===== config.mk =====
export PLATFORM = sky130hd
export DESIGN_NAME = rmw_back
export DESIGN_NICKNAME = d
export VERILOG_FILES = /design/src/hdl/running_mean_window_top_defines.svh /design/src/hdl/rmw_pkg.sv /design/src/hdl/rmw_back.sv
export SDC_FILE = /design/constraint.sdc
export NUM_CORES = 1
export LEC_CHECK = 0
export BUFFER_PORTS_ARGS = -buffer_cell sky130_fd_sc_hd__clkbuf_2
export CORE_ASPECT_RATIO = 2
export CORE_MARGIN = 8
export CORE_UTILIZATION = 39
export DETAILED_ROUTE_END_ITERATION = 16
export GPL_TIMING_DRIVEN = 0
export SLEW_MARGIN = 20
export SYNTH_ARGS = -nofsm -noshare
export SYNTH_HDL_FRONTEND = slang
export SYNTH_SLANG_ARGS = --single-unit

===== constraint.sdc =====
create_clock -name clk_i -period 2.6 [get_ports clk_i]
set_input_delay 0.65 -clock clk_i [delete_from_list [all_inputs] [get_ports clk_i]]
set_output_delay 0.65 -clock clk_i [all_outputs]
set_load 0.1 [all_outputs]

===== src/hdl/running_mean_window_top_defines.svh =====
// Assertion macros for the running mean window block.
// Used by running_mean_window_top; expects clk_i and rst_ni in scope.
`ifndef RUNNING_MEAN_WINDOW_TOP_DEFINES_SVH
`define RUNNING_MEAN_WINDOW_TOP_DEFINES_SVH

// Same-cycle implication, checked outside reset.
`define RMW_ASSERT_IMP(lbl, ante, cons, msg) \
  lbl: assert property (@(posedge clk_i) disable iff (!rst_ni) (ante) |-> (cons)) \
    else $error(msg);

// Next-cycle implication, checked outside reset.
`define RMW_ASSERT_NXT(lbl, ante, cons, msg) \
  lbl: assert property (@(posedge clk_i) disable iff (!rst_ni) (ante) |=> (cons)) \
    else $error(msg);

`endif


===== src/hdl/rmw_pkg.sv =====
// Shared constants and types for the running mean window block.
// No dependencies; imported by every module of the block.
package rmw_pkg;

  localparam int unsigned MAX_WINDOW  = 1024;
  localparam int unsigned SAMPLE_BITS = 32;

  localparam int unsigned SAMPLE_W = 32;
  localparam int unsigned AVG_W    = 32;
  localparam int unsigned LEN_W    = 11;
  localparam int unsigned SLOT_W   = (MAX_WINDOW > 1) ? $clog2(MAX_WINDOW) : 1;
  localparam int unsigned SUM_W    = SAMPLE_BITS + SLOT_W;
  localparam int unsigned STEP_W   = $clog2(SUM_W);

  localparam int unsigned QUEUE_DEPTH = 2;
  localparam int unsigned QPTR_W      = $clog2(QUEUE_DEPTH);
  localparam int unsigned QCNT_W      = $clog2(QUEUE_DEPTH + 1);

  localparam logic [LEN_W-1:0]    WINDOW_RESET = LEN_W'(MAX_WINDOW);
  localparam logic [SAMPLE_W-1:0] SAMPLE_MASK  = SAMPLE_W'((64'd1 << SAMPLE_BITS) - 64'd1);

  // One division request: the exact window sum and the sample count it covers.
  typedef struct packed {
    logic [SUM_W-1:0] sum;
    logic [LEN_W-1:0] count;
  } job_t;

  typedef struct packed {
    logic full;
    logic empty;
  } q_status_t;

  typedef struct packed {
    logic             busy;
    logic [LEN_W-1:0] window_len;
  } front_status_t;

endpackage


===== src/hdl/rmw_back.sv =====
// Back end: restoring divider that forms (sum + count/2) / count one quotient
// bit per cycle, followed by the result register. Depends on rmw_pkg.
module rmw_back import rmw_pkg::*; (
  input  logic               clk_i,
  input  logic               rst_ni,
  input  q_status_t          q_status_i,
  input  job_t               pop_job_i,
  output logic               pop_o,
  output logic               out_valid_o,
  input  logic               out_stall_i,
  output logic [AVG_W-1:0]   average_o,
  output logic [LEN_W-1:0]   samples_held_o
);

  typedef enum logic [1:0] {
    B_IDLE,
    B_DIV,
    B_DONE
  } back_state_e;

  back_state_e       state_q;
  logic [SUM_W-1:0]  dvd_q;
  logic [LEN_W-1:0]  rem_q;
  logic [LEN_W-1:0]  div_q;
  logic [STEP_W-1:0] step_q;
  logic              out_valid_q;
  logic [AVG_W-1:0]  avg_q;
  logic [LEN_W-1:0]  held_q;

  logic [LEN_W:0]    rem_shift;
  logic [LEN_W:0]    rem_diff;
  logic              q_bit;
  logic [LEN_W-1:0]  rem_d;
  logic              out_free;

  assign pop_o    = (state_q == B_IDLE) && !q_status_i.empty;
  assign out_free = !out_valid_q || !out_stall_i;

  always_comb begin
    rem_shift = {rem_q, dvd_q[SUM_W-1]};
    rem_diff  = rem_shift - {1'b0, div_q};
    q_bit     = (rem_shift >= {1'b0, div_q});
    // The remainder stays below the divisor, so it fits back in LEN_W bits.
    rem_d     = q_bit ? rem_diff[LEN_W-1:0] : rem_shift[LEN_W-1:0];
  end

  always_ff @(posedge clk_i or negedge rst_ni) begin
    if (!rst_ni) begin
      state_q     <= B_IDLE;
      dvd_q       <= '0;
      rem_q       <= '0;
      div_q       <= '0;
      step_q      <= '0;
      out_valid_q <= 1'b0;
      avg_q       <= '0;
      held_q      <= '0;
    end else begin
      if (state_q == B_DONE && out_free) begin
        out_valid_q <= 1'b1;
      end else if (out_valid_q && !out_stall_i) begin
        out_valid_q <= 1'b0;
      end
      case (state_q)
        B_IDLE: begin
          if (pop_o) begin
            dvd_q   <= pop_job_i.sum + SUM_W'(pop_job_i.count >> 1);
            div_q   <= pop_job_i.count;
            rem_q   <= '0;
            step_q  <= '0;
            state_q <= B_DIV;
          end
        end
        B_DIV: begin
          // Quotient bits shift in at the bottom as dividend bits leave the top.
          dvd_q  <= {dvd_q[SUM_W-2:0], q_bit};
          rem_q  <= rem_d;
          step_q <= step_q + 1'b1;
          if (step_q == STEP_W'(SUM_W - 1)) begin
            state_q <= B_DONE;
          end
        end
        B_DONE: begin
          if (out_free) begin
            avg_q   <= dvd_q[AVG_W-1:0];
            held_q  <= div_q;
            state_q <= B_IDLE;
          end
        end
        default: begin
          state_q <= B_IDLE;
        end
      endcase
    end
  end

  assign out_valid_o    = out_valid_q;
  assign average_o      = avg_q;
  assign samples_held_o = held_q;

endmodule


# --- After elaboration in Yosys (flattened, before gate mapping) ---
# Index checks and enable logic that the tools add are counted.
word_totals:
  ff_bits: 116
  wordCells: 45
op_classes:
  n_addsub: 3
  order_cmp: 1
  n_eq_ne: 6
  muxes: 13
  n_reduce_logical: 14
op_table:
  columns: ["operator", "count"]
  rows:
  - ["42-bit case mux with 2 select lines", 1]
  - ["42-bit by 10-bit adder with 42-bit output", 1]
  - ["42-bit 2-to-1 mux", 1]
  - ["11-bit 2-to-1 mux", 2]
  - ["11-bit case mux with 2 select lines", 1]
  - ["12-bit by 11-bit >= comparator with 1-bit output", 1]
  - ["6-bit case mux with 2 select lines", 1]
  - ["11-bit subtractor", 1]
  - ["6-bit by 1-bit adder with 6-bit output (second input constant)", 1]
  - ["6-bit equality test (second input constant)", 1]
  - ["2-bit 2-to-1 mux", 3]
  - ["6-bit 2-to-1 mux", 1]
  - ["2-bit != test (second input constant)", 3]
  - ["2-bit case mux with 3 select lines", 1]
  - ["2-bit AND reduction", 3]
  - ["2-bit nonzero test", 2]
  - ["1-bit logical AND", 3]
  - ["1-bit logical NOT", 3]
  - ["3-bit AND reduction", 1]
  - ["2-bit by 1-bit equality test with 1-bit output (second input constant)", 1]
  - ["2-bit equality test (second input constant)", 1]
  - ["2-bit logical NOT", 1]
  - ["1-bit 2-to-1 mux", 2]
  - ["1-bit logical OR", 1]

# --- Depth between registers and ports, before layout ---
depth:
  word_depth: 4
  ltp_mapped: 10

# --- Worst setup path before layout ---
# Ideal clock, no wire load.
synth_path:
  path_kind: "in2reg"
  start: "input port pop_job_i[1] (netlist name)"
  end: "register dvd_q[30]"
  setup_time_ps: 126
  t_arrival_ps: 2735
  setup_slack_ps: -261
  stages: 8
  cell_sequence: "ha_1 fa_1 a211oi_2 o21ai_1 a2111oi_4 nor4_1 mux2i_1 a221o_1"
synth_via:
  elab_chain_len: 3
synth_rtl:
  columns: ["item", "line_no", "rtl"]
  rows:
  - ["start, declared", "rmw_back.sv:7", "input job_t pop_job_i,"]
  - ["42-bit by 10-bit adder with 42-bit output", "rmw_back.sv:66", "dvd_q <= pop_job_i.sum + SUM_W'(pop_job_i.count >> 1);"]
  - ["42-bit 2-to-1 mux", "rmw_back.sv:65", "if (pop_o) begin"]
  - ["42-bit case mux with 2 select lines", "rmw_back.sv:63", "case (state_q)"]
  - ["end signal, assigned", "rmw_back.sv:66", null]
  - ["end signal, assigned", "rmw_back.sv:75", "dvd_q <= {dvd_q[SUM_W-2:0], q_bit};"]
  - ["end, declared", "rmw_back.sv:22", "logic [SUM_W-1:0] dvd_q;"]
# Every way passes these cells. The select of a mux whose other input is x is not followed.
# A chain may end at the register's enable or synchronous reset.

# --- Final worst setup path ---
layout_path:
  start: "register state_q[1]"
  end: "output port pop_o"
layout_via:
  elab_chain_len: 2
layout_rtl:
  columns: ["item", "line_no", "rtl"]
  rows:
  - ["start, declared", "rmw_back.sv:21", "back_state_e state_q;"]
  - ["start signal, assigned", "rmw_back.sv:49", "state_q <= B_IDLE;"]
  - ["start signal, assigned", "rmw_back.sv:70", "state_q <= B_DIV;"]
  - ["start signal, assigned", "rmw_back.sv:79", "state_q <= B_DONE;"]
  - ["2-bit logical NOT", "rmw_back.sv:36", "assign pop_o = (state_q == B_IDLE) && !q_status_i.empty;"]
  - ["1-bit logical AND", "rmw_back.sv:36", null]
  - ["end, declared", "rmw_back.sv:8", "output logic pop_o,"]
# Every way passes these cells.

==> impl_metrics.csv <==
group,metric,value,unit
synth,ys_ff_latch,116,
power,p_seq_share,30.5,%
run,drv_cap,0,
setup_path,start_kind,"flip-flop",
synth,post-synth-top-count-cell,"dfrtp_1",
floorplanning,core,16700,µm²
power,power.total,0.00987,W
global_routing,antenna_found_initial,0,
cts,cts.sinks,116,
drt,routed_via_density,5.79,
drt,vias,5962,
power,p_int,0.00579,W
power,pwr-share-clk,25.9,%
floorplanning,die_area,21700,µm²
sta,maxSlewViolCount,0,
setup_path,crit_type,"flip-flop to output port",
synth,syn_area,6620,µm²
synth,synth_nets,762,
cells_and_area,fin_area,8280,µm²
sta,rsz0062_at_grt,"true",
cells_and_area,stdcell_count,1029,
synth,yosysWarnings,0,
power,peakVddDrop,614,µV
synth,async_reset_ff_share,100,%
placed_design,gp_congestion,0.903,
sta,period_needed,2550,ps
status,status,"finished clean",
power,power_frac_comb,43.6,%
setup_path,rr_worst_depth,10,
global_routing,grt_pass1_vias,6435,
drt,drt-initial-drc-count,370,
cts,insertion_delay,420,ps
floorplanning,fp.dieW,108,µm
drt,wl_per_cell,21.3,µm
floorplanning,start_util,39.7,%
synth,synth_ff_type,"dfrtp_1",
synth,synth_top_area_cell,"dfrtp_1",
sta,finalSetupViolCount,0,
setup_path,cp_max_fo,19,
synth,avgSynthCellArea,9.75,µm²
synth,synthTopCellsByCount,"dfrtp_1 (116), nand2_1 (81), o21ai_0 (61)",
global_routing,grt_first_pass_wirelength,34.8,mm
synth,synth_area_leaders,"dfrtp_1 (44%), mux2_2 (6.1%), o21ai_0 (4.6%)",
sta,finalSetupTns,0,ps
global_routing,overflow,0,
placed_design,place_inst,988,
cells_and_area,fin_nets,892,
sta,worstMarginPinSlew,802,ps
placed_design,placed_cell_area,7470,µm²
sta,hold_viol,0,
cells_and_area,n_antenna_cell,0,
sta,fin_skew,11.7,ps
setup_path,timing.rr.end,"rem_q[2]",
power,netSwitchingPower,0.00407,W
setup_path,regToRegSetupSlack,100,ps
cells_and_area,fillCellCount,1556,
worst_hold_path,holdCritPathClass,"input port to asynchronous set/reset pin",
setup_path,end_kind,"output port",
synth,yosysSeqAreaShare,43.8,%
floorplanning,num_rows,67,
floorplanning,pin_count,103,
cts,clkTransAtPathRegs,50,ps
cells_and_area,drive_gt1_share,26.4,%
cts,ctsRootBufferMaster,"clkbuf_16",
drt,drcViolationCount,0,
sta,max-slew-margin-rel,46.5,%
setup_path,reg2reg_from,"dvd_q[41]",
sta,post-route-period-util,98.2,%
drt,drt_wl_total,21.9,mm
synth,yosys.cell_types.count,67,
drt,ant_nets,0,
placed_design,port_buffers,101,
synth,yosysTopAreaCellShare,43.8,%
global_routing,grt_usage,20.8,%
cts,numCtsBuffers,17,
power,p_sw_share,41.3,%
setup_path,crit_required,1950,ps
cells_and_area,area_growth,25.0,%
floorplanning,die_h,200,µm
sta,max_freq,392,MHz
drt,first_pass_iters,5,
setup_path,critPathArrivalTime,1900,ps
cts,clockBufferDepth,2,
power,power.density,1190,nW/µm²
synth,postSynthCellCount,679,
cts,cts_tree,"built",
placed_design,hpwlAfterDp,16.5,mm
synth,synth_edf_count,0,
power,p_leak,3.79,nW
global_routing,grt_max_degree,63,
cts,cts_max_level,4,
[layout by cell type, fill, tap and decap left out, drive strengths merged, types with 21 or more instances in the layout]
cell type | Yosys | final
nand3 | 35 | 35
clkbuf | 21 | 145
buf | 15 | 26
dfrtp | 116 | 116
inv | 21 | 21
nor2 | 27 | 27
mux2 | 36 | 36
o21ai | 64 | 64
mux2i | 27 | 27
nand2 | 82 | 82
ha | 23 | 23
a21oi | 21 | 21
[how the worst max path moves through the flow]
stage | slack [ps] | to | start
2_1_floorplan | -110 | dvd_q[36] | pop_job_i[1]
3_3_place_gp | -1000 | pop_o | q_status_i[0]
3_5_place_dp | -990 | pop_o | q_status_i[0]
4_1_cts | -70 | pop_o | state_q[1]
5_1_grt | -50 | rem_q[2] | dvd_q[41]
6_report | 50 | pop_o | state_q[1]
[power groups by stage]
stage | clock network (W) | logic, W | registers, W
6_report | 0.00256 | 0.00430 | 0.00301
5_1_grt | 0.00267 | 0.00471 | 0.00308
4_1_cts | 0.00259 | 0.00425 | 0.00300
3_5_place_dp | 0 | 0.00413 | 0.00303
3_3_place_gp | 0 | 0.00402 | 0.00301
2_1_floorplan | 0 | 0.00255 | 0.00341
[final cells by class]
cell class	count	area, µm²	area share [%]
clock buffers	24	492	5.94
flip-flops and latches	116	2900	35.1
inverters	21	81.3	0.982
repair buffers	113	648	7.83
well taps	207	259	3.13
clock inverters	8	146	1.77
multi-input cells	506	3550	42.9
plain buffers	34	195	2.36
[state kept, by name, indices dropped and copies added, names as in the netlist]
| name | flops |
|---|---|
| rem_q | 11 |
| div_q | 11 |
| average_o | 32 |
| step_q | 6 |
| samples_held_o | 11 |
| dvd_q | 42 |
| state_q | 2 |
| out_valid_o | 1 |
[per-stage QoR]
step | utilization [%] | setup slack [ps] | hold slack, ps
6_report | 49.6 | 46.0 | 191
5_1_grt | 49.6 | -45.2 | 232
4_1_cts | 49.3 | -72.7 | 212
3_5_place_dp | 44.8 | -993 | 475
3_3_place_gp | 44.5 | -995 | 465
2_1_floorplan | - | -112 | 354
[worst max-delay path: stages (launching register included)]
cell and delay (ps):
dfrtp_1 400, or3_4 450, inv_4 100, clkbuf_16 160
buf_12 160, clkbuf_16 210
[per-layer routing]
layer	vias up	global-route usage (%)	wire length, µm
met2	203	37.9	12100
met5	-	0	0
met1	2941	21.1	7670
li1	2753	-	-
met4	0	12.2	1100
met3	65	3.60	1090
[logic make-up (layout without fill, tap and decap cells)]
| kind of cell | count (synthesis) | count (layout) | synth area share, % |
|---|---|---|---|
| adders and majority gates | 25 | 25 | 4.95 |
| AOI/OAI and AO/OA | 158 | 158 | 15.9 |
| buffers and inverters | 57 | 200 | 3.53 |
| xor gates and xnor gates | 20 | 20 | 2.65 |
| and+or+nand+nor | 240 | 240 | 18.9 |
| muxes | 63 | 63 | 10.2 |
| DFF | 116 | 116 | 43.8 |
[what timing repair did]
action | in CTS | in global routing
setup endpoints to repair | 34 | 27
pin swaps | 5 | 5
hold buffers | 0 | 0
gates resized for setup | 21 | 7
buffers inserted | 5 | 6
No activity file was read; power rests on OpenSTA's default activity.
