--- config.mk ---
export PLATFORM = sky130hd
export DESIGN_NAME = rmw_queue
export DESIGN_NICKNAME = d
export VERILOG_FILES = /design/src/hdl/running_mean_window_top_defines.svh /design/src/hdl/rmw_pkg.sv /design/src/hdl/rmw_queue.sv
export SDC_FILE = /design/constraint.sdc
export NUM_CORES = 1
export LEC_CHECK = 0
export ABC_AREA = 1
export BUFFER_PORTS_ARGS = -buffer_cell sky130_fd_sc_hd__buf_4
export CAP_MARGIN = 40
export CORE_UTILIZATION = 25
export DETAILED_ROUTE_END_ITERATION = 10
export GPL_TIMING_DRIVEN = 0
export MAX_ROUTING_LAYER = met4
export SYNTH_ARGS = -nofsm -noshare
export SYNTH_HDL_FRONTEND = slang
export SYNTH_SLANG_ARGS = --single-unit
--- constraint.sdc ---
create_clock -name clk_i -period 3.9 [get_ports clk_i]
set_input_delay 0.195 -clock clk_i [delete_from_list [all_inputs] [get_ports clk_i]]
set_output_delay 0.195 -clock clk_i [all_outputs]
set_load 0.02 [all_outputs]
--- src/hdl/running_mean_window_top_defines.svh ---
// Assertion macros for the running mean window block.
// Used by running_mean_window_top; expects clk_i and rst_ni in scope.
`ifndef RUNNING_MEAN_WINDOW_TOP_DEFINES_SVH
`define RUNNING_MEAN_WINDOW_TOP_DEFINES_SVH

// Same-cycle implication, checked outside reset.
`define RMW_ASSERT_IMP(lbl, ante, cons, msg) \
  lbl: assert property (@(posedge clk_i) disable iff (!rst_ni) (ante) |-> (cons)) \
    else $error(msg);

// Next-cycle implication, checked outside reset.
`define RMW_ASSERT_NXT(lbl, ante, cons, msg) \
  lbl: assert property (@(posedge clk_i) disable iff (!rst_ni) (ante) |=> (cons)) \
    else $error(msg);

`endif

--- src/hdl/rmw_pkg.sv ---
// Shared constants and types for the running mean window block.
// No dependencies; imported by every module of the block.
package rmw_pkg;

  localparam int unsigned MAX_WINDOW  = 1024;
  localparam int unsigned SAMPLE_BITS = 32;

  localparam int unsigned SAMPLE_W = 32;
  localparam int unsigned AVG_W    = 32;
  localparam int unsigned LEN_W    = 11;
  localparam int unsigned SLOT_W   = (MAX_WINDOW > 1) ? $clog2(MAX_WINDOW) : 1;
  localparam int unsigned SUM_W    = SAMPLE_BITS + SLOT_W;
  localparam int unsigned STEP_W   = $clog2(SUM_W);

  localparam int unsigned QUEUE_DEPTH = 2;
  localparam int unsigned QPTR_W      = $clog2(QUEUE_DEPTH);
  localparam int unsigned QCNT_W      = $clog2(QUEUE_DEPTH + 1);

  localparam logic [LEN_W-1:0]    WINDOW_RESET = LEN_W'(MAX_WINDOW);
  localparam logic [SAMPLE_W-1:0] SAMPLE_MASK  = SAMPLE_W'((64'd1 << SAMPLE_BITS) - 64'd1);

  // One division request: the exact window sum and the sample count it covers.
  typedef struct packed {
    logic [SUM_W-1:0] sum;
    logic [LEN_W-1:0] count;
  } job_t;

  typedef struct packed {
    logic full;
    logic empty;
  } q_status_t;

  typedef struct packed {
    logic             busy;
    logic [LEN_W-1:0] window_len;
  } front_status_t;

endpackage

--- src/hdl/rmw_queue.sv ---
// Short request queue between the front end and the divider back end.
// Depends on rmw_pkg for the request type and depth.
module rmw_queue import rmw_pkg::*; (
  input  logic      clk_i,
  input  logic      rst_ni,
  input  logic      push_i,
  input  job_t      push_job_i,
  input  logic      pop_i,
  output job_t      pop_job_o,
  output q_status_t status_o
);

  job_t              entry_q [QUEUE_DEPTH];
  logic [QPTR_W-1:0] wr_ptr_q, wr_ptr_d;
  logic [QPTR_W-1:0] rd_ptr_q, rd_ptr_d;
  logic [QCNT_W-1:0] cnt_q, cnt_d;

  always_comb begin
    wr_ptr_d = wr_ptr_q;
    rd_ptr_d = rd_ptr_q;
    cnt_d    = cnt_q;
    if (push_i) begin
      wr_ptr_d = (wr_ptr_q == QPTR_W'(QUEUE_DEPTH - 1)) ? '0 : wr_ptr_q + 1'b1;
    end
    if (pop_i) begin
      rd_ptr_d = (rd_ptr_q == QPTR_W'(QUEUE_DEPTH - 1)) ? '0 : rd_ptr_q + 1'b1;
    end
    if (push_i && !pop_i) begin
      cnt_d = cnt_q + 1'b1;
    end else if (pop_i && !push_i) begin
      cnt_d = cnt_q - 1'b1;
    end
  end

  always_ff @(posedge clk_i or negedge rst_ni) begin
    if (!rst_ni) begin
      wr_ptr_q <= '0;
      rd_ptr_q <= '0;
      cnt_q    <= '0;
    end else begin
      wr_ptr_q <= wr_ptr_d;
      rd_ptr_q <= rd_ptr_d;
      cnt_q    <= cnt_d;
    end
  end

  always_ff @(posedge clk_i) begin
    if (push_i) begin
      entry_q[wr_ptr_q] <= push_job_i;
    end
  end

  assign pop_job_o       = entry_q[rd_ptr_q];
  assign status_o.full   = (cnt_q == QCNT_W'(QUEUE_DEPTH));
  assign status_o.empty  = (cnt_q == '0);

endmodule

* Word level (Yosys, flattened, before mapping) *
Memory sizes are Yosys's and may differ from the RTL's.
Index checks and enable logic that the tools add are counted.

cells by class
  add/subtract/negate cells = 4
  $mul = 0
  divide/modulo/power cells = 0
  $lt $le $gt $ge = 0
  equality and inequality tests = 1
  shift-type cells = 0
  muxes and demuxes = 6
  bitwise logic cells = 0
  reduce and logical (&&, ||, !) cells = 6

operators with widths
  kind                                                                 count
  1-bit two-way mux                                                    4
  2-bit two-way mux                                                    2
  1-bit adder (second input constant)                                  2
  2-bit by 1-bit adder with 2-bit output (second input constant)       1
  2-bit equality test (second input constant)                          1
  1-bit logical AND                                                    2
  1-bit logical NOT                                                    2
  2-bit logical NOT                                                    1
  2-bit nonzero test                                                   1
  2-bit by 1-bit subtractor with 2-bit output (second input constant)  1

word-level totals
  register bits after elaboration = 4
  bits in latches = 0
  memory bits (writable) = 106
  memory bits (read-only) = 0
  input bits = 57
  output and inout bits = 55
  logic and storage cells = 21
  memories = 1

memory list
  name     words  bits a word  read ports  clocked after Yosys merged registers in  wr ports  RTL line         source
  entry_q  2      53           1           0                                        1         rmw_queue.sv:13  job_t entry_q [QUEUE_DEPTH];

* Logic depth before layout (Yosys ltp) *
Gate-level depths: netlist of run 1.

  depth after elaboration = 4
  depth in mapped cells = 7

* Worst setup path before layout of run 1 *
No wires, ideal clock.

  kind = flip-flop to flip-flop
  start = reg wr_ptr_q
  end = mem entry_q[0][0] (netlist name), enable pin
  library setup time = 465 ps
  data arrival time = 2632 ps
  setup slack = 802 ps
  cell stages (with the launch flop) = 2
  buffers on the path = 0
  clock period less this slack = 3098 ps
  cell sequence = dfrtp_1 nor2_1

RTL lines
  item                    RTL line         source
  start, declared         rmw_queue.sv:14  logic [QPTR_W-1:0] wr_ptr_q, wr_ptr_d;
  start signal, assigned  rmw_queue.sv:41  wr_ptr_q <= wr_ptr_d;
  end, declared           rmw_queue.sv:13

No word-level cell before the write port.

==> summary.txt, run 1 <==
Critical path
  • Crit path from: rd_ptr_q$_DFFE_PN0P_
  • Setup CP Type: reg2out
  • Worst stage delay on the critical path: 0.34 ns
  • R2R depth: 3
  • CP Max Fanout: 10
  • Slowest CP cell: dfrtp_1
  • Reg2reg end: entry_q[0][27]$_DFFE_PP_
  • Worst-path cell chain: buf_6 > buf_12 > mux2_4 > buf_4
  • R2r setup slk: 2.18 ns
  • Worst Path Arrival: 1.53 ns
  • Worst reg2reg startpoint: wr_ptr_q$_DFFE_PN0P_
  • Crit path capture: pop_job_o[45]
  • CP Launch Type: flip-flop
  • Endpoint class of the critical path: output port
  • Critical Path RT: 3.70 ns

Yosys
  • Synth top area cells: edfxtp_1 (74%), mux2_4 (17%), buf_12 (2.3%), dfrtp_1 (2.3%), mux2_2 (1.1%)
  • Leading area contributor after synthesis: edfxtp_1
  • Seq/Total Area, Yosys: 0.767
  • Net count after synthesis: 248
  • Post-synthesis compound-gate area fraction: 0
  • Synthesized area: 4280 um2
  • FF+latch count, synth: 110
  • Syn Inst Count: 190
  • Synth top area share: 0.743
  • Post-Synth Adder-Cell Area: 0.00292
  • Multiplexer fraction of the synthesized cell area: 0.182
  • Syn_area_per_cell: 22.5 um2
  • Unique masters post-synth: 14
  • Commonest cells post-synth: edfxtp_1 (106), mux2_4 (49), inv_1 (7)
  • Most frequent cell after synthesis: edfxtp_1
  • Combinational family with the most area after synthesis: multiplexers
  • EDFF count, synth: 106
  • Post-synth ARST share: 0.0364
  • Synth Area in Simple Gates: 0.00964
  • Yosys Warn Count: 0
  • Primary FF master, synth: edfxtp_1
  • Post-synthesis xor/xnor area fraction: 0.00614

Routing
  • Total iterations of the first detailed-routing run: 4
  • Total wire length: 7910 um
  • Antenna viol nets, final: 0
  • Via-to-Cell Ratio: 3.85
  • Wire per inst: 14.6 um
  • Drt initial violations: 69
  • Vias: 2,083
  • # DRC: 0

Clock tree
  • Max clock buf depth: 2
  • Worst skew pair latency: 0.35 ns
  • Post_cts resized: 0
  • Clk root buf: clkbuf_16
  • CTS clk-pin slew, worst paths: 0.07 ns
  • Clock sinks: 110
  • CTS tree: yes
  • Postcts setup bufs: 0
  • TritonCTS buffer count: 9
  • H-tree depth: 3
  • Post-CTS Hold Buffers: 1

Timing
  • Clk_skew: 0.00665 ns
  • F_max: 579 MHz
  • Final worst slack: 2.17 ns
  • Endpoints failing hold: 0
  • Final period util: 0.443
  • Final setup vio count: 0
  • RSZ-0062 raised after global routing: false
  • Worst slew margin: 0.537
  • TNS Setup: 0 ns
  • Final min period: 1.73 ns
  • Slew Viols, Final: 0
  • Worst Tran Pin Value: 0.693 ns

Global route
  • Via count of the first global-routing pass: 2,326
  • Initial antenna violation count: 0
  • Grt total ovfl: 0
  • Overall routing resource usage: 0.0965
  • Largest net degree at the start of global routing: 35
  • First-pass GRT wire length: 12,100 um

Final layout
  • Fillers: 1,596
  • Area grow syn2layout: 34.1%
  • FF/Latch Area: 3280 um2
  • # nets final: 374
  • Share of cells above drive strength 1: 0.583
  • Ant diodes: 0
  • Multi-input gate area: 868 um2

Floorplanning
  • Die area: 17,700 um2
  • FP Rows: 47
  • I/O pins: 112
  • Die Ht: 133 um
  • Initial Util: 0.257
  • Core box area: 16,600 um2
  • Die Wd: 133 um

Placement
  • DP HPWL: 5480 um
  • Placer Congestion: 0.700
  • Pre-CTS setup slack: 2.12 ns
  • PortBufs: 111

Power and ir drop
  • P_leak: 0.00229 uW
  • Tot Pwr: 4160 uW
  • Peak VDD IR: 0.000314 V
  • Cell Pwr Density: 724 nW/um2

Run
  • Max Cap Viol: 0

Worst hold path
  • HP Class: in2reg

Outcome
  • Status: finished, final reports clean
[worst min path at each step]
| stage | from | end | cells after the start |
|---|---|---|---|
| 3_5_place_dp | rst_ni | cnt_q[1]$_DFFE_PN0P_ | 1 |
| 6_report | push_job_i[24] | entry_q[0][24]$_DFFE_PP_ | 1 |
| 2_1_floorplan | rst_ni | cnt_q[0]$_DFFE_PN0P_ | 0 |
| 5_1_grt | push_job_i[24] | entry_q[1][24]$_DFFE_PP_ | 1 |
| 4_1_cts | push_job_i[24] | entry_q[1][24]$_DFFE_PP_ | 1 |
| 3_3_place_gp | rst_ni | cnt_q[1]$_DFFE_PN0P_ | 1 |
[state kept, by name (all words and copies together) (netlist names)]
name	count
entry_q	106
cnt_q	2
rd_ptr_q	1
wr_ptr_q	1
[logic make-up after synthesis]
group | after synthesis
AND/OR/NAND/NOR | 10
XOR/XNOR | 3
adder cells (fa/ha/maj) | 1
buffers and inverters | 13
flip-flops | 110
multiplexers | 53
[stage by stage]
stage	cells	cell area, um2	util	hold WS, ns
after floorplan	190	4280	-	-0.101
after CTS	541	5740	0.345	0.00663
after global routing	541	5740	0.345	0.00676
after detailed placement	524	5470	0.329	-0.00492
final	541	5740	0.345	0.0306
after global placement	521	5390	0.324	-0.00685
[per-layer routing]
layer | vias up | routed length (um) | share of wire | GRT usage
li1 | 979 | - | - | -
met1 | 1022 | 3310 | 0.42 | 0.106
met2 | 70 | 3950 | 0.50 | 0.156
met3 | 12 | 488 | 0.062 | 0.0307
met4 | 0 | 161 | 0.020 | 0.0517
met5 | - | 0 | 0 | -
[area by class of cell]
cell class	count	share of cell area
Buffer	6	0.0194
Inverter	7	0.00458
Timing Repair Buffer	115	0.160
Clock inverter	6	0.00501
Tap cell	220	0.0480
Sequential cell	110	0.572
Multi-Input combinational cell	67	0.151
Clock buffer	10	0.0399
[worst max-delay path, delay by kind of cell (launching register included)]
family | cells | cell delay, ns
buf+inv | 3 | 0.53
mux | 1 | 0.31
flops | 1 | 0.34
[placed cells by master (no fill, tap or decap)]
| cell type | count |
|---|---|
| inv_2 | 1 |
| buf_16 | 2 |
| clkbuf_16 | 9 |
| clkinvlp_4 | 1 |
| edfxtp_1 | 106 |
| clkbuf_1 | 1 |
| clkinv_1 | 3 |
| buf_12 | 6 |
| mux2_2 | 4 |
| nand4_1 | 1 |
| dfrtp_1 | 4 |
| mux2_4 | 49 |
| clkinv_2 | 2 |
| buf_6 | 1 |
| nand3_1 | 1 |
| xnor2_1 | 1 |
| dlygate4sd3_1 | 1 |
| nor2_1 | 2 |
| buf_4 | 111 |
| xor2_1 | 2 |
| ha_1 | 1 |
| nand2_1 | 5 |
| nor2_4 | 1 |
| inv_1 | 6 |
[report_power, final]
group / switching, uW / leakage (uW) / internal, uW
registers: 66.6 / 0.00104 / 1570
logic: 831 / 0.00112 / 875
clock network: 389 / 0.000125 / 425
No activity file was read; power rests on OpenSTA's default activity.
==> inputs of run 2 (changes only) <==
==> constraint.sdc (replaced) <==
create_clock -name clk_i -period 1.4 [get_ports clk_i]
set_input_delay 0.07 -clock clk_i [delete_from_list [all_inputs] [get_ports clk_i]]
set_output_delay 0.07 -clock clk_i [all_outputs]
set_load 0.02 [all_outputs]
==> run 2 against run 1 <==
The run now ends with negative setup slack left. Register-to-register slack worse by 2.1 ns. Wire length is 3.3% higher. Global-route usage is 0.34 points higher. Largest cell class unchanged. Total power grew to 3.0 times the previous value. Die area stayed put. Clock-buffer cell count is 1 higher. Sequential share of layout area is 7.1 points lower. Utilization is 4.9 points higher. Critical path type unchanged. Critical path depth stayed put. Clock power grew to 2.8 times the previous value.
==> summary.txt, run 2 (synthesized netlist as in run 1, its figures left out) <==
Power and ir drop
  • Tot Pwr: 12,300 uW (was 4160 uW)
  • Peak VDD IR: 0.000874 V (was 0.000314 V)
  • Combinational power share: 0.447 (was 0.411)
  • Clock Power Share: 0.184 (was 0.196)
  • Sequential group share of total power: 0.369 (was 0.393)
  • Sw Ratio: 0.303 (was 0.310)
  • Total internal power: 8590 uW (was 2870 uW)
  • Net Switching: 3740 uW (was 1290 uW)
  • Cell Pwr Density: 1880 nW/um2 (was 724 nW/um2)
  • P_leak: 0.00260 uW (was 0.00229 uW)

Critical path
  • Worst stage delay on the critical path: 0.39 ns (was 0.34 ns)
  • Worst Path Arrival: 1.49 ns (was 1.53 ns)
  • CP top delay family: buffers and inverters (unchanged)
  • Slowest CP cell: dfrtp_1 (unchanged)
  • Top cell by count, worst path: buf_12
  • CP Buf/Inv Count: 3 (unchanged)
  • Reg2reg end: entry_q[0][26]$_DFFE_PP_ (was entry_q[0][27]$_DFFE_PP_)
  • Critical Path RT: 1.33 ns (was 3.70 ns)
  • Endpoint class of the critical path: output port (unchanged)
  • CP Launch Type: flip-flop (unchanged)
  • Worst-path cell chain: buf_12 > buf_12 > mux2_4 > buf_6 (was buf_6 > buf_12 > mux2_4 > buf_4)
  • R2r setup slk: 0.10 ns (was 2.18 ns)
  • Setup CP Type: reg2out (unchanged)
  • R2R depth: 3 (unchanged)
  • CP Max Fanout: 10 (unchanged)
  • Worst reg2reg startpoint: wr_ptr_q$_DFFE_PN0P_ (unchanged)

Placement
  • PortBufs: 111 (unchanged)
  • Placer Congestion: 0.644 (was 0.700)
  • DP HPWL: 5260 um (was 5480 um)
  • Pre-CTS setup slack: -0.536 ns (was 2.12 ns)

Timing
  • RSZ-0062 raised after global routing: true (was false)
  • F_max: 640 MHz
  • Slew Viols, Final: 0 (unchanged)
  • Endpoints failing hold: 0 (unchanged)
  • Final period util: 1.12
  • Final setup vio count: 53 (was 0)
  • Final worst slack: -0.163 ns (was 2.17 ns)
  • TNS Setup: -7.76 ns (was 0 ns)
  • Worst Tran Pin Value: 0.181 ns (was 0.693 ns)
  • Worst slew margin: 0.879 (was 0.537)
  • Final min period: 1.56 ns
  • Clk_skew: 0.00546 ns (was 0.00665 ns)

Global route
  • Overall routing resource usage: 0.0999 (was 0.0965)
  • Largest net degree at the start of global routing: 24 (was 35)
  • Initial antenna violation count: 0 (unchanged)
  • Via count of the first global-routing pass: 2,499 (was 2,326)
  • First-pass GRT wire length: 12,700 um (was 12,100 um)
  • Grt total ovfl: 0 (unchanged)

Clock tree
  • Clock sinks: 110 (unchanged)
  • CTS clk-pin slew, worst paths: 0.07 ns (about the same)
  • Clk root buf: clkbuf_16 (unchanged)
  • CTS tree: yes (unchanged)
  • H-tree depth: 3 (unchanged)
  • TritonCTS buffer count: 9 (unchanged)
  • Worst skew pair latency: 0.34 ns (was 0.35 ns)
  • Max clock buf depth: 2 (unchanged)

Final layout
  • Area grow syn2layout: 53.0% (was 34.1%)
  • Share of cells above drive strength 1: 0.511 (was 0.583)
  • Final Util: 0.394 (was 0.345)
  • Fillers: 1,543 (was 1,596)
  • # nets final: 434 (was 374)
  • Top reg by flops: entry_q (unchanged)
  • Largest register FFs: 106 (unchanged)
  • Most frequent cells in the layout: edfxtp_1 (106), buf_4 (62), dlygate4sd3_1 (56), buf_6 (51), mux2_4 (49) (was buf_4 (111), edfxtp_1 (106), mux2_4 (49), clkbuf_16 (9))
  • FF/Latch Area: 3280 um2 (unchanged)
  • Ant diodes: 0 (unchanged)
  • Regs by FF count: entry_q x106, cnt_q x2 (unchanged)
  • Multi-input gate area: 871 um2 (was 868 um2)
  • Commonest non-fill, non-tap cell in the layout: edfxtp_1 (was buf_4)

Floorplanning
  • Initial Util: 0.257 (unchanged)
  • FP Rows: 47 (unchanged)
  • Die area: 17,700 um2 (unchanged)
  • Die Ht: 133 um (unchanged)
  • Die Wd: 133 um (unchanged)
  • Core box area: 16,600 um2 (unchanged)
  • I/O pins: 112 (unchanged)

Run
  • Max Cap Viol: 0 (unchanged)

Routing
  • Vias: 2,307 (was 2,083)
  • # DRC: 0 (unchanged)
  • Total iterations of the first detailed-routing run: 4 (unchanged)
  • Drt initial violations: 66 (was 69)
  • Antenna viol nets, final: 0 (unchanged)
  • Total wire length: 8180 um (was 7910 um)
  • Wire per inst: 13.6 um (was 14.6 um)
  • Via-to-Cell Ratio: 3.85 (about the same)

Worst hold path
  • HP Class: in2async (was in2reg)

Outcome
  • Status: finished, violations left (was finished, final reports clean)
  • Failing checks: negative setup slack
-- run 2: worst reg2reg max path, stage by stage (launching register included) --
cell     delay (ns)
dfrtp_1        0.43
nor2_4         0.18
buf_16         0.19
buf_12         0.20
-- run 2: layout make-up --
type / instances / share of cell area
flip-flops and latches: 110 / 0.501
repair buffers: 174 / 0.261
multi-input cells: 67 / 0.133
well taps: 220 / 0.0420
clock buffers: 11 / 0.0355
plain buffers: 6 / 0.0183
inverters: 7 / 0.00458
clock inverters: 4 / 0.00382
repair inverters: 1 / 0.00115
-- run 2: per-layer routing --
metal	track usage	wire, um	vias up
met5	-	0	-
met4	0.0536	163	0
met3	0.0245	333	11
met2	0.169	4190	68
met1	0.108	3490	1126
li1	-	-	1102
-- run 2: repair_timing --
action                     CTS  global route
hold endpoints to repair   112             0
resized for setup           54             0
pin swaps                    1             0
setup buffers                3             1
setup endpoints to repair  129            69
cloned                       1             0
hold buffers                56             0
-- run 2: worst max-delay path by stage --
| stage | start | to | slack (ns) | cells past startpoint |
|---|---|---|---|---|
| 2_1_floorplan | wr_ptr_q$_DFFE_PN0P_ | entry_q[1][0]$_DFFE_PP_ | -0.24 | 2 |
| 3_3_place_gp | wr_ptr_q$_DFFE_PN0P_ | entry_q[1][26]$_DFFE_PP_ | -0.84 | 2 |
| 3_5_place_dp | wr_ptr_q$_DFFE_PN0P_ | entry_q[1][45]$_DFFE_PP_ | -0.54 | 3 |
| 4_1_cts | rd_ptr_q$_DFFE_PN0P_ | pop_job_o[34] | -0.19 | 4 |
| 5_1_grt | rd_ptr_q$_DFFE_PN0P_ | pop_job_o[8] | -0.21 | 4 |
| 6_report | rd_ptr_q$_DFFE_PN0P_ | pop_job_o[7] | -0.16 | 4 |
-- run 2: through the flow --
step / instances / hold slack [ns] / area, um2
6_report: 600 / 0.0677 / 6550
5_1_grt: 600 / 0.0507 / 6550
4_1_cts: 599 / 0.0319 / 6530
3_5_place_dp: 524 / -0.129 / 5470
3_3_place_gp: 521 / -0.131 / 5400
2_1_floorplan: 190 / -0.226 / 4300
-- run 2: power by group through the flow --
stage | logic, uW | registers, uW | clock network (uW)
global route | 5820 | 4610 | 2480
detailed placement | 4850 | 4630 | 0
floorplan | 3150 | 4590 | 0
CTS | 5610 | 4560 | 2380
global placement | 4700 | 4630 | 0
finish | 5510 | 4550 | 2270
